$ cat config.mk
export PLATFORM = sky130hd
export DESIGN_NAME = dcevr_ctrl
export DESIGN_NICKNAME = d
export VERILOG_FILES = /design/src/design/dc_exciter_voltage_regulator_assert.svh /design/src/design/dcevr_pkg.sv /design/src/design/dcevr_ctrl.sv
export SDC_FILE = /design/constraint.sdc
export NUM_CORES = 1
export LEC_CHECK = 0
export ABC_AREA = 1
export BUFFER_PORTS_ARGS = -buffer_cell sky130_fd_sc_hd__buf_2
export CAP_MARGIN = 10
export CORE_MARGIN = 1.5
export CORE_UTILIZATION = 31
export CTS_CLUSTER_SIZE = 28
export DETAILED_ROUTE_END_ITERATION = 10
export PLACE_DENSITY = 0.52
export SLEW_MARGIN = 20
export SYNTH_ARGS = -nofsm -noshare
export SYNTH_HDL_FRONTEND = slang
export SYNTH_SLANG_ARGS = --single-unit
$ cat constraint.sdc
create_clock -name clk_i -period 2.4 [get_ports clk_i]
set_input_delay 0 -clock clk_i [delete_from_list [all_inputs] [get_ports clk_i]]
set_output_delay 0 -clock clk_i [all_outputs]
set_load 0.05 [all_outputs]
$ cat src/design/dc_exciter_voltage_regulator_assert.svh
// assertion macros for the dc exciter voltage regulator
// expects clk_i and rst_ni in the scope of use; no other dependencies
`ifndef DC_EXCITER_VOLTAGE_REGULATOR_ASSERT_SVH
`define DC_EXCITER_VOLTAGE_REGULATOR_ASSERT_SVH

// same-cycle implication
`define DCEVR_ASSERT_IMP(lbl, ante, cons) \
  lbl: assert property (@(posedge clk_i) disable iff (!rst_ni) (ante) |-> (cons)) \
    else $error("dcevr: same-cycle check failed");

// next-cycle implication
`define DCEVR_ASSERT_NXT(lbl, ante, cons) \
  lbl: assert property (@(posedge clk_i) disable iff (!rst_ni) (ante) |=> (cons)) \
    else $error("dcevr: next-cycle check failed");

`endif

$ cat src/design/dcevr_pkg.sv
// shared types, constants and microcode for the dc exciter voltage regulator
// no dependencies
package dcevr_pkg;

  localparam int DataW    = 32;
  localparam int FracBits = 20;
  localparam int CfgIdxW  = 8;
  localparam int RateW    = 21;
  localparam int GainW    = 31;

  localparam int SqrtIters = 32;
  localparam int SqrtSteps = (SqrtIters < 32) ? SqrtIters : 32;
  localparam int SqrtCntW  = $clog2(SqrtSteps + 1);
  localparam int DivBits   = DataW + FracBits;
  localparam int DivCntW   = $clog2(DivBits + 1);

  localparam longint OneL   = longint'(1) << FracBits;
  localparam longint C123L  = (OneL + 23 / 2) / 23;
  localparam longint C33L   = (33 * OneL + 310 / 2) / 310;
  localparam longint KneeL  = (23 * OneL + 10 / 2) / 10;
  localparam longint LoL    = -((9 * OneL + 10 / 2) / 10);

  localparam logic signed [DataW-1:0] QOne  = DataW'(OneL);
  localparam logic signed [DataW-1:0] QC123 = DataW'(C123L);
  localparam logic signed [DataW-1:0] QC33  = DataW'(C33L);
  localparam logic signed [DataW-1:0] QKnee = DataW'(KneeL);
  localparam logic signed [DataW-1:0] QLo   = DataW'(LoL);
  localparam logic signed [DataW-1:0] QMax  = DataW'(64'sd2147483647);
  localparam logic signed [DataW-1:0] QMin  = DataW'(-64'sd2147483648);
  // start state with reset gains: sat = 1/23, amp = 1/23 + 1.0, offset = amp / 1.0
  localparam logic signed [DataW-1:0] QRstAmp = DataW'(C123L + OneL);

  localparam logic [CfgIdxW-1:0] REG_RATE_T = CfgIdxW'(0);
  localparam logic [CfgIdxW-1:0] REG_RATE_F = CfgIdxW'(1);
  localparam logic [CfgIdxW-1:0] REG_RATE_A = CfgIdxW'(2);
  localparam logic [CfgIdxW-1:0] REG_RATE_E = CfgIdxW'(3);
  localparam logic [CfgIdxW-1:0] REG_KA     = CfgIdxW'(4);
  localparam logic [CfgIdxW-1:0] REG_KE     = CfgIdxW'(5);
  localparam logic [CfgIdxW-1:0] REG_KF     = CfgIdxW'(6);
  localparam logic [CfgIdxW-1:0] REG_SCALE  = CfgIdxW'(7);

  typedef enum logic [3:0] {
    OP_MUL, OP_RND, OP_ADD, OP_SUB, OP_SQ1, OP_SQ2, OP_DIV, OP_CLAMP, OP_KNEE, OP_END
  } op_e;

  typedef enum logic [4:0] {
    SRC_FILT, SRC_STAB, SRC_AMP, SRC_FIELD, SRC_SAT, SRC_OFF, SRC_T0, SRC_T1,
    SRC_VH, SRC_VD, SRC_VQ, SRC_VREF, SRC_RT, SRC_RF, SRC_RA, SRC_RE,
    SRC_KA, SRC_KE, SRC_KF, SRC_SCALE, SRC_C123, SRC_C33, SRC_ONE, SRC_ZERO
  } src_e;

  typedef enum logic [3:0] {
    DST_FILT, DST_STAB, DST_AMP, DST_FIELD, DST_SAT, DST_OFF, DST_T0, DST_T1,
    DST_VH, DST_OUT, DST_NONE
  } dst_e;

  typedef enum logic [1:0] {ST_IDLE, ST_EXEC, ST_WAIT} state_e;

  typedef struct packed {
    op_e  op;
    src_e a;
    src_e b;
    dst_e dst;
  } cmd_t;

  typedef struct packed {
    cmd_t cmd;
    logic exec;
    logic load;
    logic busy;
  } ctl_t;

  typedef struct packed {
    logic done;
    logic out_free;
  } sts_t;

  localparam int PcW = 6;
  localparam logic [PcW-1:0] PcAdvance = PcW'(0);
  localparam logic [PcW-1:0] PcInit    = PcW'(43);

  function automatic cmd_t mk(op_e o, src_e a, src_e b, dst_e d);
    cmd_t c;
    c.op  = o;
    c.a   = a;
    c.b   = b;
    c.dst = d;
    return c;
  endfunction

  function automatic cmd_t ucode(logic [PcW-1:0] pc);
    cmd_t c;
    case (pc)
      // magnitude of the terminal voltage
      6'd0:  c = mk(OP_MUL, SRC_VD, SRC_VD, DST_NONE);
      6'd1:  c = mk(OP_SQ1, SRC_ZERO, SRC_ZERO, DST_NONE);
      6'd2:  c = mk(OP_MUL, SRC_VQ, SRC_VQ, DST_NONE);
      6'd3:  c = mk(OP_SQ2, SRC_ZERO, SRC_ZERO, DST_VH);
      // transducer filter
      6'd4:  c = mk(OP_SUB, SRC_VH, SRC_FILT, DST_T0);
      6'd5:  c = mk(OP_MUL, SRC_RT, SRC_T0, DST_NONE);
      6'd6:  c = mk(OP_RND, SRC_ZERO, SRC_ZERO, DST_T0);
      6'd7:  c = mk(OP_ADD, SRC_FILT, SRC_T0, DST_FILT);
      // stabilising feedback
      6'd8:  c = mk(OP_SUB, SRC_AMP, SRC_SAT, DST_T0);
      6'd9:  c = mk(OP_MUL, SRC_FIELD, SRC_KE, DST_NONE);
      6'd10: c = mk(OP_RND, SRC_ZERO, SRC_ZERO, DST_T1);
      6'd11: c = mk(OP_SUB, SRC_T0, SRC_T1, DST_T0);
      6'd12: c = mk(OP_MUL, SRC_KF, SRC_T0, DST_NONE);
      6'd13: c = mk(OP_RND, SRC_ZERO, SRC_ZERO, DST_T0);
      6'd14: c = mk(OP_SUB, SRC_T0, SRC_STAB, DST_T0);
      6'd15: c = mk(OP_MUL, SRC_RF, SRC_T0, DST_NONE);
      6'd16: c = mk(OP_RND, SRC_ZERO, SRC_ZERO, DST_T0);
      6'd17: c = mk(OP_ADD, SRC_STAB, SRC_T0, DST_STAB);
      // amplifier
      6'd18: c = mk(OP_SUB, SRC_VREF, SRC_FILT, DST_T0);
      6'd19: c = mk(OP_SUB, SRC_T0, SRC_STAB, DST_T0);
      6'd20: c = mk(OP_ADD, SRC_T0, SRC_OFF, DST_T0);
      6'd21: c = mk(OP_MUL, SRC_KA, SRC_T0, DST_NONE);
      6'd22: c = mk(OP_RND, SRC_ZERO, SRC_ZERO, DST_T0);
      6'd23: c = mk(OP_SUB, SRC_T0, SRC_AMP, DST_T0);
      6'd24: c = mk(OP_MUL, SRC_RA, SRC_T0, DST_NONE);
      6'd25: c = mk(OP_RND, SRC_ZERO, SRC_ZERO, DST_T0);
      6'd26: c = mk(OP_ADD, SRC_AMP, SRC_T0, DST_AMP);
      6'd27: c = mk(OP_CLAMP, SRC_AMP, SRC_ZERO, DST_AMP);
      // saturation
      6'd28: c = mk(OP_KNEE, SRC_FIELD, SRC_ZERO, DST_T1);
      6'd29: c = mk(OP_MUL, SRC_T1, SRC_FIELD, DST_NONE);
      6'd30: c = mk(OP_RND, SRC_ZERO, SRC_ZERO, DST_SAT);
      6'd31: c = mk(OP_MUL, SRC_SAT, SRC_FIELD, DST_NONE);
      6'd32: c = mk(OP_RND, SRC_ZERO, SRC_ZERO, DST_SAT);
      // field voltage
      6'd33: c = mk(OP_SUB, SRC_AMP, SRC_SAT, DST_T0);
      6'd34: c = mk(OP_MUL, SRC_KE, SRC_FIELD, DST_NONE);
      6'd35: c = mk(OP_RND, SRC_ZERO, SRC_ZERO, DST_T1);
      6'd36: c = mk(OP_SUB, SRC_T0, SRC_T1, DST_T0);
      6'd37: c = mk(OP_MUL, SRC_RE, SRC_T0, DST_NONE);
      6'd38: c = mk(OP_RND, SRC_ZERO, SRC_ZERO, DST_T0);
      6'd39: c = mk(OP_ADD, SRC_FIELD, SRC_T0, DST_FIELD);
      6'd40: c = mk(OP_MUL, SRC_SCALE, SRC_FIELD, DST_NONE);
      6'd41: c = mk(OP_RND, SRC_ZERO, SRC_ZERO, DST_OUT);
      6'd42: c = mk(OP_END, SRC_ZERO, SRC_ZERO, DST_NONE);
      // reload of the start state
      6'd43: c = mk(OP_ADD, SRC_ONE, SRC_ZERO, DST_FIELD);
      6'd44: c = mk(OP_MUL, SRC_C123, SRC_FIELD, DST_NONE);
      6'd45: c = mk(OP_RND, SRC_ZERO, SRC_ZERO, DST_SAT);
      6'd46: c = mk(OP_MUL, SRC_KE, SRC_FIELD, DST_NONE);
      6'd47: c = mk(OP_RND, SRC_ZERO, SRC_ZERO, DST_T0);
      6'd48: c = mk(OP_ADD, SRC_SAT, SRC_T0, DST_AMP);
      6'd49: c = mk(OP_DIV, SRC_AMP, SRC_KA, DST_OFF);
      6'd50: c = mk(OP_ADD, SRC_ONE, SRC_ZERO, DST_FILT);
      6'd51: c = mk(OP_ADD, SRC_ZERO, SRC_ZERO, DST_STAB);
      6'd52: c = mk(OP_MUL, SRC_SCALE, SRC_FIELD, DST_NONE);
      6'd53: c = mk(OP_RND, SRC_ZERO, SRC_ZERO, DST_OUT);
      default: c = mk(OP_END, SRC_ZERO, SRC_ZERO, DST_NONE);
    endcase
    return c;
  endfunction

endpackage

$ cat src/design/dcevr_ctrl.sv
// sequencer: steps through the microcode held in dcevr_pkg
// depends on dcevr_pkg
module dcevr_ctrl (
  input  logic              clk_i,
  input  logic              rst_ni,
  input  logic              in_valid_i,
  input  logic              in_req_type_i,
  output logic              in_ready_o,
  input  dcevr_pkg::sts_t   sts_i,
  output dcevr_pkg::ctl_t   ctl_o
);

  dcevr_pkg::state_e               state_q, state_d;
  logic [dcevr_pkg::PcW-1:0]       pc_q, pc_d;
  dcevr_pkg::cmd_t                 cmd;
  logic                            accept;

  assign in_ready_o = (state_q == dcevr_pkg::ST_IDLE);
  assign accept     = in_valid_i && in_ready_o;

  always_ff @(posedge clk_i or negedge rst_ni) begin
    if (!rst_ni) begin
      state_q <= dcevr_pkg::ST_IDLE;
      pc_q    <= dcevr_pkg::PcAdvance;
    end else begin
      state_q <= state_d;
      pc_q    <= pc_d;
    end
  end

  always_comb begin
    cmd            = dcevr_pkg::ucode(pc_q);
    state_d        = state_q;
    pc_d           = pc_q;
    ctl_o.cmd      = cmd;
    ctl_o.exec     = 1'b0;
    ctl_o.load     = accept;
    ctl_o.busy     = (state_q != dcevr_pkg::ST_IDLE);
    unique case (state_q)
      dcevr_pkg::ST_IDLE: begin
        if (accept) begin
          pc_d    = in_req_type_i ? dcevr_pkg::PcInit : dcevr_pkg::PcAdvance;
          state_d = dcevr_pkg::ST_EXEC;
        end
      end
      dcevr_pkg::ST_EXEC: begin
        priority if (cmd.op == dcevr_pkg::OP_END) begin
          state_d = dcevr_pkg::ST_IDLE;
        end else if (cmd.op == dcevr_pkg::OP_SQ2 || cmd.op == dcevr_pkg::OP_DIV) begin
          ctl_o.exec = 1'b1;
          state_d    = dcevr_pkg::ST_WAIT;
        end else if (cmd.op == dcevr_pkg::OP_RND && cmd.dst == dcevr_pkg::DST_OUT &&
                     !sts_i.out_free) begin
          // previous result still waiting to be taken
          ctl_o.exec = 1'b0;
        end else begin
          ctl_o.exec = 1'b1;
          pc_d       = pc_q + 1'b1;
        end
      end
      dcevr_pkg::ST_WAIT: begin
        if (sts_i.done) begin
          pc_d    = pc_q + 1'b1;
          state_d = dcevr_pkg::ST_EXEC;
        end
      end
      default: state_d = dcevr_pkg::ST_IDLE;
    endcase
  end

endmodule

Yosys cells after proc, flatten, opt, wreduce, memory -nomap -nowiden:

Memories as Yosys holds them, arrays and structs flattened.
Cells that the tools add are included.

* register bits: 8
* ROM bits: 1152
* memories kept: 1

* add/subtract/negate cells: 1
* equal/unequal tests: 13
* multiplexer cells: 16
* reductions and logical operators: 10

Memory list
* (name not given): depth 64, width 18, rd ports 1, clocked after memory_dff 0, wr ports 0, RTL line dcevr_pkg.sv:93 `case (pc)`

Operators with widths (count)
* $mux 6: 6
* $pmux 6 s3: 1
* $eq 4x3->1 const B: 2
* $eq 4x4->1 const B: 2
* $mux 2: 4
* $ne 2x2->1 const B: 4
* $add 6x1->6 const B: 1
* $pmux 2 s3: 1
* $reduce_and 6->1: 1
* $eq 4x1->1 const B: 1
* $mux 1: 4
* $logic_and 1x1->1: 3
* $ne 3x3->1 const B: 1
* $reduce_and 3->1: 1
* $reduce_bool 3->1: 1
* $eq 2x1->1 const B: 1
* $eq 2x2->1 const B: 1
* $logic_not 2->1: 1
* $ne 2x1->1 const B: 1
* $reduce_bool 2->1: 1
* $logic_not 1->1: 1
* $logic_or 1x1->1: 1

Logic depth before layout (Yosys ltp):

An unclocked memory read counts as a cell.

* word-level depth: 8
* gate-level depth with buffers: 19
* mapped depth without buffers: 18

Least setup slack after synthesis:

OpenSTA, ideal clock, no wires.

* kind: flip-flop to output port
* start: register pc_q[0] in the netlist's numbering
* end: output port ctl_o[2] in the netlist's numbering
* arrival: 3107 ps
* slack: -707 ps
* cell stages (with the launch flop): 13
* buffers on the path: 1
* path through: dfrtp_1 > clkbuf_2 > inv_1 > ha_1 > inv_1 > nand2_1 > nand2_1 > nand3_1 > o21ai_2 > a21oi_1 > nand2_1 > nand2_1 > a31oi_1

RTL lines
* from (decl): RTL line dcevr_ctrl.sv:14 `logic [dcevr_pkg::PcW-1:0] pc_q, pc_d;`
* from (signal assigned): RTL line dcevr_ctrl.sv:24 `pc_q <= dcevr_pkg::PcAdvance;`
* from (signal assigned): RTL line dcevr_ctrl.sv:27 `pc_q <= pc_d;`
* to (decl): RTL line dcevr_ctrl.sv:10 `output dcevr_pkg::ctl_t ctl_o`

==> flow_summary_export.csv <==
group,metric,value,unit
status,status,"finished clean",
sta,finalClockSkew,0.00635,ns
clock_tree,root_buffer,"clkbuf_8",
setup_path,critPathCapture,"ctl_o[2]",
yosys,synth_common_cells,"nand2_1, inv_1, nand3_1",
yosys,synth-seq-cells,8,
sta,drv_slew,0,
yosys,yosysWarnings,0,
yosys,avgSynthCellArea,5.36,um^2
sta,grt_setup_unrepaired,"true",
finish,n_fill_cell,635,
detailed_routing,first_iter_violations,350,
placement,postPlaceCellArea,2330,um^2
detailed_routing,wl_met1,3320,um
global_routing,grt_use_total,0.215,
detailed_routing,top_layer,"met4",
yosys,synth_flop_cell,"dfrtp_1",
global_routing,grt_max_degree,20,
floorplan,die_height,81.6,um
setup_path,crit_arrival,2.28,ns
setup_path,worstSetupPathDepth,12,
setup_path,path_max_fanout,4,
detailed_routing,routed_wl,7260,um
yosys,synth_edf_count,0,
placement,place_hpwl,5530,um
setup_path,reg2reg_slack,0.12,ns
floorplan,coreArea,5960,um^2
detailed_routing,vias,2576,
floorplan,rows,28,
clock_tree,cts_tree,"done",
finish,layout-drive-gt1-share,0.261,
detailed_routing,wl_met2,3200,um
setup_path,r2r_start,"pc_q[1]",
sta,relSlewSlack,0.729,
finish,fin_area,2550,um^2
setup_path,path_cells,"inv_1 > ha_4 > nand2_1 > nand2_1 > nand2_1 > nand2_2 > a21oi_4 > a21oi_4 > nand2_2 > nand2_2 > a31oi_4 > buf_6",
setup_path,ff2ff_path_depth,15,
clock_tree,clkTransAtPathRegs,0.05,ns
yosys,synthTopCellsByArea,"nand2_1, ha_1, dfrtp_1",
yosys,synth_most_common_cell,"nand2_1",
clock_tree,clock-sinks,8,
sta,fin_crit_sh,0.952,
finish,multi_input_area,1620,um^2
yosys,async_reset_ff_frac,1.00,
placement,place_congestion,1.01,
yosys,synth_area,1910,um^2
clock_tree,numCtsBuffers,3,
finish,antenna_cells,0,
floorplan,die_x,81.6,um
sta,setup_violations,0,
placement,io_buffers,27,
yosys,ys_seq_area_frac,0.105,
detailed_routing,drcViolationCount,0,
setup_path,end_kind,"primary output",
yosys,synthCells,357,
detailed_routing,routed_via_density,5.36,
setup_path,path_delay_family,"simple AND/OR/NAND/NOR gates",
setup_path,critical_path_class,"reg2out",
detailed_routing,postRouteAntennaNets,0,
sta,fmax,0.438,GHz
floorplan,ioPinCount,28,
setup_path,start_kind,"register",
setup_path,critPathSlowestCell,"dfrtp_1",
global_routing,grt_pass1_wl,11200,um
sta,finalHoldViolCount,0,
yosys,synth_cell_type_count,31,
global_routing,grt.overflow.total,0,
floorplan,initial_utilization,0.321,
yosys,synth_top_area_frac,0.239,
detailed_routing,met3_length,588,um
finish,regArea,203,um^2
clock_tree,cts-htree-levels,1,
clock_tree,clkLatencyLatePin,0.23,ns
setup_path,path_buf_inv,2,
setup_path,crit_path_start,"pc_q[1]",
yosys,yosysTopAreaCell,"nand2_1",
detailed_routing,drt_first_pass_iters,5,
clock_tree,clockBufferDepth,2,
setup_path,slowest_delay,0.37,ns
finish,final_util,0.429,
setup_path,worstPathRequired,2.40,ns
global_routing,grt_pass1_vias,2291,
sta,tightest_slew,0.406,ns
yosys,syn_nets,382,
global_routing,antenna_found_initial,0,
finish,final_nets,432,
floorplan,dieArea,6660,um^2
detailed_routing,route.detailed.wl_per_inst,15.1,um
hold_path,hold_class,"in2async",
finish,area_growth,33.4,%
flow_run,max-cap-violations,0,
setup_path,r2r_end,"pc_q[1]",
sta,min_period,2.28,ns
## worst register-to-register path: cells and delay by family, from the launching register on
family,cells,cell delay (ns)
buffers and inverters,5,0.59
DFF,1,0.37
AOI/OAI and AO/OA,1,0.24
and+or+nand+nor,8,0.75
adders and majority gates,1,0.26
## state kept, by name, indices dropped and copies added (netlist names)
| name | cells |
|---|---|
| pc_q | 6 |
| state_q | 2 |
## routing by layer
metal / GRT usage / vias up
met5: 0 / -
met4: 0.0508 / 0
met3: 0.0167 / 15
met2: 0.346 / 143
met1: 0.310 / 1155
li1: - / 1263
## layout make-up
cell class / instances / share of cell area
clock buffer: 4 / 0.0176
inverter: 42 / 0.0637
multi-input combinational: 291 / 0.634
sequential: 8 / 0.0794
tap: 75 / 0.0367
timing repair buffer: 61 / 0.169
## logic make-up after synthesis
kind of cell / share of synthesized area
adders and majority gates: 0.124
xor gates and xnor gates: 0.00458
DFF: 0.105
AOI/OAI and AO/OA: 0.199
and+or+nand+nor: 0.445
buffers and inverters: 0.122
## per-stage QoR
step	setup slack, ns	hold slack (ns)	std cells	TNS (ns)
floorplan	0.00748	-0.296	357	0
global placement	0.0629	-0.152	469	0
detailed placement	0.0438	-0.148	469	0
CTS	0.0230	0.138	474	0
global route	-0.0380	0.162	481	-0.168
finish	0.116	0.141	481	0
## worst min path at each step
stage | end | startpoint
after floorplan | pc_q[0] | rst_ni
after global placement | state_q[1] | rst_ni
after detailed placement | state_q[1] | rst_ni
after CTS | pc_q[3] | rst_ni
after global routing | pc_q[3] | rst_ni
final | pc_q[2] | rst_ni
## layout by cell type, fill, tap and decap left out, types with 2 or more instances in the layout
master,synthesis,final
inv_2,2,6
dfrtp_1,8,6
inv_1,40,35
dfrtp_2,0,2
o22ai_1,3,3
ha_1,19,15
a21oi_4,0,2
ha_4,0,2
nand2_4,0,2
o211ai_1,6,6
nor2_2,3,4
nor3_1,4,4
o21ai_0,23,21
a211oi_1,2,2
a21oi_1,20,18
buf_4,2,29
o21ai_1,2,4
nand3_1,38,37
nor2_4,1,2
buf_6,0,3
nor2_1,31,29
clkbuf_8,0,3
nand2_1,122,107
ha_2,0,2
a31oi_1,4,3
buf_2,6,26
nand4_1,2,2
nand2_2,3,16
buf_12,0,2
## timing repair
item                                   in CTS  in global routing
setup buffers                               0                  7
pin swaps                                   0                 12
setup endpoints to repair                   1                 11
endpoints found under the hold margin       8                  0
resized for setup                           4                 34
hold buffers                                1                  0
Power is not shown: default switching activity piles up to over one toggle a cycle in this logic, so the estimate is an artifact.
